===== src/rtl/content_length_message_deframer_assert.svh =====
// assertion macros for the content-length deframer
// no dependencies; included by files that carry concurrent checks
`ifndef CONTENT_LENGTH_MESSAGE_DEFRAMER_ASSERT_SVH
`define CONTENT_LENGTH_MESSAGE_DEFRAMER_ASSERT_SVH

`ifndef NO_ASSERTIONS
// checked property, ignored while reset is asserted
`define CLMD_ASSERT(lbl, clk_s, rstn_s, prop, msg) \
    lbl: assert property (@(posedge clk_s) disable iff (!rstn_s) (prop)) else $error(msg);
// checked property, also during reset
`define CLMD_ASSERT_ALWAYS(lbl, clk_s, prop, msg) \
    lbl: assert property (@(posedge clk_s) (prop)) else $error(msg);
`else
`define CLMD_ASSERT(lbl, clk_s, rstn_s, prop, msg)
`define CLMD_ASSERT_ALWAYS(lbl, clk_s, prop, msg)
`endif

`endif


===== src/rtl/clmd_pkg.sv =====
// types, codes and constants of the content-length deframer
// no dependencies; used by content_length_message_deframer
`default_nettype none

package clmd_pkg;

    localparam int LENGTH_BITS_DEF = 32;
    localparam int OUT_DATA_W      = 48;   // 8 + 2 + 32 bits, padded to whole bytes
    localparam int QUEUE_DEPTH     = 4;
    localparam int QUEUE_AW        = 2;

    localparam logic [7:0] CHAR_CR  = 8'd13;
    localparam logic [7:0] CHAR_LF  = 8'd10;
    localparam logic [7:0] CHAR_SP  = 8'd32;
    localparam logic [7:0] CHAR_TAB = 8'd9;
    localparam logic [7:0] CHAR_D0  = 8'd48;
    localparam logic [7:0] CHAR_D9  = 8'd57;

    localparam logic [3:0] PREFIX_DONE = 4'd15;

    localparam logic KIND_BODY   = 1'b0;
    localparam logic KIND_STATUS = 1'b1;

    localparam logic [1:0] ST_OK       = 2'd0;
    localparam logic [1:0] ST_NO_BLANK = 2'd1;
    localparam logic [1:0] ST_BAD_HDR  = 2'd2;
    localparam logic [1:0] ST_SHORT    = 2'd3;

    typedef enum logic [2:0] {
        PH_HEADER = 3'b001,
        PH_SEARCH = 3'b010,
        PH_BODY   = 3'b100
    } phase_t;

    typedef enum logic [2:0] {
        FLD_LEAD   = 3'b001,
        FLD_DIGITS = 3'b010,
        FLD_TRAIL  = 3'b100
    } field_stage_t;

    typedef struct packed {
        logic        kind;
        logic [7:0]  body_byte;
        logic [1:0]  status;
        logic [31:0] length_value;
    } result_t;

    // expected characters of "Content-Length:"
    function automatic logic [7:0] prefix_char(input logic [3:0] idx);
        logic [7:0] c;
        case (idx)
            4'd0:    c = 8'h43;  // C
            4'd1:    c = 8'h6f;  // o
            4'd2:    c = 8'h6e;  // n
            4'd3:    c = 8'h74;  // t
            4'd4:    c = 8'h65;  // e
            4'd5:    c = 8'h6e;  // n
            4'd6:    c = 8'h74;  // t
            4'd7:    c = 8'h2d;  // -
            4'd8:    c = 8'h4c;  // L
            4'd9:    c = 8'h65;  // e
            4'd10:   c = 8'h6e;  // n
            4'd11:   c = 8'h67;  // g
            4'd12:   c = 8'h74;  // t
            4'd13:   c = 8'h68;  // h
            4'd14:   c = 8'h3a;  // :
            default: c = 8'h00;
        endcase
        return c;
    endfunction

endpackage

`default_nettype wire


===== src/rtl/content_length_message_deframer.sv =====
// content-length message deframer: one byte per cycle while s_axis_tready is high,
// per-byte parser state, results queued in a four-entry output queue
// depends on clmd_pkg and content_length_message_deframer_assert.svh
// results enter the output queue as their bytes are accepted; m_axis presents the head
// throughput: one byte per cycle while s_axis_tready is high; a final byte that is
// also a body byte gives two results, drained one per cycle while m_axis_tready is high
// s_axis_tready is high while the output queue has room for two results (count <= 2)
// reset: asynchronous, active low; clears parser state and empties the queue
`default_nettype none
`include "content_length_message_deframer_assert.svh"

module content_length_message_deframer
    import clmd_pkg::*;
#(
    parameter int LENGTH_BITS = LENGTH_BITS_DEF
)(
    input  wire logic                  clk,
    input  wire logic                  rst_n,
    input  wire logic                  s_axis_tvalid,
    output logic                       s_axis_tready,
    input  wire logic [7:0]            s_axis_tdata,   // [7:0] data_byte
    input  wire logic                  s_axis_tlast,   // end_of_buffer
    output logic                       m_axis_tvalid,
    input  wire logic                  m_axis_tready,
    output logic [OUT_DATA_W-1:0]      m_axis_tdata,   // [7:0] body_byte, [9:8] status,
                                                       // [41:10] length_value, rest zero
    output logic                       m_axis_tuser    // kind
);

    localparam int PROD_W = LENGTH_BITS + 4;

    // parser state
    phase_t                 phase_reg,   phase_next;
    logic [3:0]             pidx_reg,    pidx_next;
    field_stage_t           stage_reg,   stage_next;
    logic [LENGTH_BITS-1:0] acc_reg,     acc_next;
    logic                   bad_reg,     bad_next;
    logic                   pend_cr_reg, pend_cr_next;
    logic [1:0]             term_reg,    term_next;
    logic [LENGTH_BITS-1:0] rem_reg,     rem_next;

    // output queue
    result_t                queue_reg [QUEUE_DEPTH];
    logic [QUEUE_AW-1:0]    wr_ptr_reg, wr_ptr_next;
    logic [QUEUE_AW-1:0]    rd_ptr_reg, rd_ptr_next;
    logic [QUEUE_AW:0]      count_reg,  count_next;

    logic                   in_fire;
    logic                   out_fire;
    logic [7:0]             b;
    logic                   body_emit;
    logic [1:0]             final_status;
    logic [PROD_W-1:0]      prod;
    logic [63:0]            acc_wide;
    logic [7:0]             term_char;
    result_t                res_body;
    result_t                res_stat;
    result_t                res_first;
    logic [1:0]             push_n;

    assign in_fire       = s_axis_tvalid && s_axis_tready;
    assign out_fire      = m_axis_tvalid && m_axis_tready;
    assign s_axis_tready = (count_reg <= (QUEUE_AW+1)'(QUEUE_DEPTH - 2));
    assign b             = s_axis_tdata;

    // acc * 10 + digit, checked for overflow in the top bits
    assign prod = (PROD_W'(acc_reg) << 3) + (PROD_W'(acc_reg) << 1) + PROD_W'(b[3:0]);

    always_comb
    begin
        phase_next   = phase_reg;
        pidx_next    = pidx_reg;
        stage_next   = stage_reg;
        acc_next     = acc_reg;
        bad_next     = bad_reg;
        pend_cr_next = pend_cr_reg;
        term_next    = term_reg;
        rem_next     = rem_reg;
        body_emit    = 1'b0;
        final_status = ST_OK;
        term_char    = term_reg[0] ? CHAR_LF : CHAR_CR;

        if (phase_reg == PH_BODY)
        begin
            if (rem_reg != '0)
            begin
                rem_next  = rem_reg - 1'b1;
                body_emit = !bad_reg;
            end
        end
        else
        begin
            if (phase_reg == PH_HEADER)
            begin
                if (pend_cr_reg && b == CHAR_LF)
                begin
                    pend_cr_next = 1'b0;
                    if (pidx_reg != PREFIX_DONE || stage_reg == FLD_LEAD)
                        bad_next = 1'b1;
                    phase_next = PH_SEARCH;
                end
                else
                begin
                    if (pend_cr_reg)
                        bad_next = 1'b1;
                    pend_cr_next = 1'b0;
                    if (b == CHAR_CR)
                        pend_cr_next = 1'b1;
                    else if (pidx_reg != PREFIX_DONE)
                    begin
                        if (b == prefix_char(pidx_reg))
                            pidx_next = pidx_reg + 1'b1;
                        else
                            bad_next = 1'b1;
                    end
                    else if (b inside {[CHAR_D0:CHAR_D9]})
                    begin
                        if (stage_reg == FLD_TRAIL)
                            bad_next = 1'b1;
                        else
                        begin
                            stage_next = FLD_DIGITS;
                            if (prod[PROD_W-1:LENGTH_BITS] != '0)
                                bad_next = 1'b1;
                            else
                                acc_next = prod[LENGTH_BITS-1:0];
                        end
                    end
                    else if (b inside {CHAR_SP, CHAR_TAB})
                    begin
                        if (stage_reg == FLD_DIGITS)
                            stage_next = FLD_TRAIL;
                    end
                    else
                        bad_next = 1'b1;
                end
            end

            // blank line search runs alongside the header line parse
            if (b == term_char)
            begin
                if (term_reg == 2'd3)
                begin
                    term_next  = 2'd0;
                    phase_next = PH_BODY;
                    rem_next   = bad_next ? '0 : acc_next;
                end
                else
                    term_next = term_reg + 1'b1;
            end
            else
                term_next = (b == CHAR_CR) ? 2'd1 : 2'd0;
        end

        if (phase_next != PH_BODY)
            final_status = ST_NO_BLANK;
        else if (bad_next)
            final_status = ST_BAD_HDR;
        else if (rem_next != '0)
            final_status = ST_SHORT;
        else
            final_status = ST_OK;

        acc_wide = 64'(acc_next);

        res_body.kind         = KIND_BODY;
        res_body.body_byte    = b;
        res_body.status       = ST_OK;
        res_body.length_value = '0;

        res_stat.kind         = KIND_STATUS;
        res_stat.body_byte    = '0;
        res_stat.status       = final_status;
        res_stat.length_value = (final_status == ST_OK) ? acc_wide[31:0] : '0;

        res_first = body_emit ? res_body : res_stat;
        push_n    = in_fire ? (2'(body_emit) + 2'(s_axis_tlast)) : 2'd0;

        // the message ends: back to the start state for the next one
        if (s_axis_tlast)
        begin
            phase_next   = PH_HEADER;
            pidx_next    = '0;
            stage_next   = FLD_LEAD;
            acc_next     = '0;
            bad_next     = 1'b0;
            pend_cr_next = 1'b0;
            term_next    = '0;
            rem_next     = '0;
        end

        wr_ptr_next = wr_ptr_reg + QUEUE_AW'(push_n);
        rd_ptr_next = rd_ptr_reg + QUEUE_AW'(out_fire);
        count_next  = count_reg + (QUEUE_AW+1)'(push_n) - (QUEUE_AW+1)'(out_fire);
    end

    always_ff @(posedge clk or negedge rst_n)
    begin
        if (!rst_n)
        begin
            phase_reg   <= PH_HEADER;
            pidx_reg    <= '0;
            stage_reg   <= FLD_LEAD;
            acc_reg     <= '0;
            bad_reg     <= 1'b0;
            pend_cr_reg <= 1'b0;
            term_reg    <= '0;
            rem_reg     <= '0;
            wr_ptr_reg  <= '0;
            rd_ptr_reg  <= '0;
            count_reg   <= '0;
        end
        else
        begin
            if (in_fire)
            begin
                phase_reg   <= phase_next;
                pidx_reg    <= pidx_next;
                stage_reg   <= stage_next;
                acc_reg     <= acc_next;
                bad_reg     <= bad_next;
                pend_cr_reg <= pend_cr_next;
                term_reg    <= term_next;
                rem_reg     <= rem_next;
            end
            wr_ptr_reg <= wr_ptr_next;
            rd_ptr_reg <= rd_ptr_next;
            count_reg  <= count_next;
        end
    end

    always_ff @(posedge clk)
    begin
        if (push_n != 2'd0)
            queue_reg[wr_ptr_reg] <= res_first;
        if (push_n == 2'd2)
            queue_reg[wr_ptr_reg + 1'b1] <= res_stat;
    end

    assign m_axis_tvalid = (count_reg != '0);
    assign m_axis_tuser  = queue_reg[rd_ptr_reg].kind;
    assign m_axis_tdata  = {{(OUT_DATA_W - 42){1'b0}},
                            queue_reg[rd_ptr_reg].length_value,
                            queue_reg[rd_ptr_reg].status,
                            queue_reg[rd_ptr_reg].body_byte};

    `CLMD_ASSERT(a_end_restarts, clk, rst_n,
        (in_fire && s_axis_tlast) |=> (phase_reg == PH_HEADER && term_reg == 2'd0),
        "parser did not return to start after end of buffer")
    `CLMD_ASSERT(a_bad_no_body, clk, rst_n,
        (phase_reg == PH_BODY && bad_reg) |-> (rem_reg == '0),
        "body count loaded after a bad header")
    `CLMD_ASSERT(a_body_fields, clk, rst_n,
        (m_axis_tvalid && m_axis_tuser == KIND_BODY) |->
            (m_axis_tdata[41:8] == '0),
        "body result carries status or length bits")
    `CLMD_ASSERT(a_queue_bound, clk, rst_n,
        count_reg <= (QUEUE_AW+1)'(QUEUE_DEPTH),
        "output queue overfilled")

endmodule

`default_nettype wire

===== config.mk =====
export PLATFORM = sky130hd
export DESIGN_NAME = content_length_message_deframer
export DESIGN_NICKNAME = d
export VERILOG_FILES = /design/src/rtl/clmd_pkg.sv /design/src/rtl/content_length_message_deframer.sv
export VERILOG_INCLUDE_DIRS = /design/src /design/src/rtl
export SDC_FILE = /design/constraint.sdc
export NUM_CORES = 1
export LEC_CHECK = 0
export ABC_AREA = 1
export BUFFER_PORTS_ARGS = -buffer_cell sky130_fd_sc_hd__buf_2
export CORE_MARGIN = 10
export CORE_UTILIZATION = 30
export DETAILED_ROUTE_END_ITERATION = 8
export PLACE_DENSITY = 0.42
export SLEW_MARGIN = 20
export SYNTH_ARGS = -nofsm -noshare
export SYNTH_HDL_FRONTEND = slang
export SYNTH_SLANG_ARGS = --single-unit

===== constraint.sdc =====
create_clock -name clk -period 4.1 [get_ports clk]
set_input_delay 0.82 -clock clk [delete_from_list [all_inputs] [get_ports clk]]
set_output_delay 0.82 -clock clk [all_outputs]
set_load 0.02 [all_outputs]

==> metrics.md <==
| Metric | Value |
|---|---|
| Final HPWL DP | 41600 um |
| PD cells | around 700 mW/mm^2 |
| Core Region | 0.0565 mm^2 |
| LEAKAGE | 10.2 nW |
| Worst hold path class | in2async |
| Sequential share of the synthesized area | 0.404 |
| CTS Sinks | about 260 |
| Detailed-route wire length per cell | 18.5 um |
| Drt via density | 4.85 |
| Run status | finished, violations left |
| H-tree Lvls | 2 |
| Routed wire length | 59800 um |
| Cell taking the most area after synthesis | edfxtp_1 |
| Largest net degree at the start of global routing | 95 |
| Worst path slowest cell | fa_2 |
| Clock skew after layout | roughly 24 ps |
| Top Ports | 64 |
| Ys flop type | edfxtp_1 |
| Warnings from Yosys | 0 |
| Slew headroom | 0.328 |
| Clock-pin slew on the worst setup and hold paths | 60 ps |
| DRC Markers | 0 |
| Count of different cell masters after synthesis | 64 |
| Setup violators final | 136 |
| First-pass GRT wire length | 91400 um |
| Mapped cell area | 0.0172 mm^2 |
| Violation count after the first detailed-route iteration | 1051 |
| DP Cell Count | 3146 |
| TritonCTS clock tree | yes |
| Max-Cap Viols | 0 |
| Area post-placement | 0.0202 mm^2 |
| Post-synth ARST share | 0.331 |
| Crit path DAT | 4930 ps |
| Chip Height | roughly 260 um |
| Final instance area | roughly 0.022 mm^2 |
| CTS max path bufs | 3 |
| Worst stage delay on the critical path | 470 ps |
| Crit-path max FO | 7 |
| Initial antenna violation count | 0 |
| N_diodes | 0 |
| Fmax | 221 MHz |
| Gr usage total | 0.174 |
| Worst vdd ir | 0.471 mV |
| Worst skew pair latency | 560 ps |
| Syn Inst Count | around 2200 |
| CTS root buf | clkbuf_16 |
| RSZ-0062 raised after global routing | true |
| Dpl ws | -1100 ps |
| Vias in the first global route | about 16000 |
| Gr ovfl total | 0 |
| Layout net count | ~2500 |
| Port buffer count | 57 |
| Max-slew violations | 0 |
| Syn-to-layout area delta | 28.6% |
| Most frequent cell on the critical path | nand2_2 |
| Seq cells post-synth | 257 |
| Final total power | around 16 mW |
| Worst EP required | approximately 4500 ps |
| Die W | 259 um |
| Gpl congestion | 0.902 |
| Final hold vios | 0 |
| Max reg flops | 172 |
| CP endpoint kind | register |
| Post-synth top area share | 0.238 |
| TritonCTS Buffers | 34 |
| Avg Cell Area, Syn | 7.94 um^2 |
| Post-synth EDFFs | 136 |
| Failing checks | negative setup slack |
| Die ar. | between 0.06 and 0.07 mm^2 |
| Vias | approximately 16000 |
| Commonest cells in the netlist | 416 x nand2_1, 243 x inv_1, 241 x nor2_1 |
| Post-layout min period | between 4000 and 5000 ps |
| ANT nets after route | 0 |
| Layout cells sized above 1 | 0.280 |
| Filler Cells Inserted | 5834 |
| CP startpoint kind | register |
| Period utilization | 1.10 |
| Area contributors post-synth | edfxtp_1 24%, dfrtp_1 12%, nand2_1 9.1% |
| Crit Path Class | reg2reg |
| Pre-antenna DRT Iters | 5 |
| Initial core utilization | 0.304 |
| Post-layout util | 0.391 |
| Most common cell in the netlist | nand2_1 |
| Post-Layout Cell Count | 3236 |
| Least-Margin Pin Slew | 1010 ps |
| Slack of the critical path | -424 ps |
| Row cnt | 87 |
## where the power goes
part	switching, mW	total (mW)	internal [mW]
clock network	1.25	3.00	1.75
registers	0.396	3.64	3.24
logic	5.42	8.88	3.46
## kinds of logic (layout without fill, tap and decap cells)
| logic type | Yosys count | after routing | share of synthesized area |
|---|---|---|---|
| adders and majority gates | 79 | 79 | 0.0589 |
| other | 1 | 6 | 0.000218 |
| buffers and inverters | 369 | 682 | 0.0872 |
| AOI/OAI and AO/OA | 427 | 427 | 0.140 |
| and+or+nand+nor | 985 | 985 | 0.288 |
| xor gates and xnor gates | 43 | 43 | 0.0219 |
| DFF | 257 | 257 | 0.404 |
| muxes | 1 | 1 | 0.000583 |
## routing by layer
layer  part of all wire  routed length [um]  global-route usage  up-vias
met3              0.036                2170              0.0226       70
li1                   -                   -                   -     7818
met4              0.020                1180              0.0445        0
met5                  0                   0                   0        -
met1               0.47               28400               0.235     7525
met2               0.47               28000               0.288      289
## final timing paths
| kind | from | end | slack, ps | depth (start not counted) |
|---|---|---|---|---|
| worst max register to register | acc_reg[0]$_DFFE_PN0P_ | queue_reg[2][1]$_DFFE_PP_ | -420 | 32 |
| worst min register to register | queue_reg[0][42]$_SDFFE_PP1P_ | queue_reg[0][42]$_SDFFE_PP1P_ | 450 | 2 |
| min in group clk | queue_reg[0][42]$_SDFFE_PP1P_ | queue_reg[0][42]$_SDFFE_PP1P_ | 450 | 2 |
| worst min-delay path | rst_n | rem_reg[24]$_DFFE_PN0P_ | 410 | 1 |
| worst max-delay path | acc_reg[0]$_DFFE_PN0P_ | queue_reg[2][1]$_DFFE_PP_ | -420 | 32 |
| max in group asynchronous | rst_n | stage_reg[0]$_DFFE_PN1P_ | 2720 | 2 |
## cell type report
class,instances,area (um^2),share of cell area
sequential,257,6940,0.314
clock inverter,19,190,0.00861
tap,756,946,0.0428
multi-input combinational,1541,9210,0.417
timing repair buffer,350,2860,0.129
inverter,270,1020,0.0462
clock buffer,43,925,0.0419
## stage by stage
step / hold WS [ps] / setup TNS [ps]
floorplan: 422 / -29870
global route: 479 / -71190
finish: 406 / -46760
global placement: 436 / -139420
CTS: 427 / -38830
detailed placement: 444 / -138110
## placed cells by master (no fill, tap or decap), types with 15 or more instances in the layout
cell and instances:
ha_1 67, a21oi_1 65, nand4_1 34, edfxtp_1 136, inv_2 26, buf_4 261, xor2_1 28, clkbuf_16 38
nor2_2 134, o21bai_1 15, nand2_1 401, nand2_2 26, o22ai_1 78, dfxtp_1 36, buf_12 22, inv_1 236
nor3_1 26, dfrtp_1 82, nand4_4 30, nand3_1 63, o21ai_0 198, xnor2_1 15, nor2_1 216, buf_2 56
## worst max-delay path, delay by kind of cell, from the launching register on
family                   cells  cell delay, ps
buffers and inverters        8            1110
adder cells (fa/ha/maj)      2             870
AO/OA/AOI/OAI                2             320
AND/OR/NAND/NOR             20            1660
flip-flops                   1             380
## what timing repair did
action,CTS,global route
pin swaps,14,48
hold buffers,0,0
resized for setup,15,84
hold endpoints to repair,0,0
cloned,0,5
setup endpoints to repair,136,136
buffers inserted,13,10
Note: power is estimated with default switching activity, not from simulation.
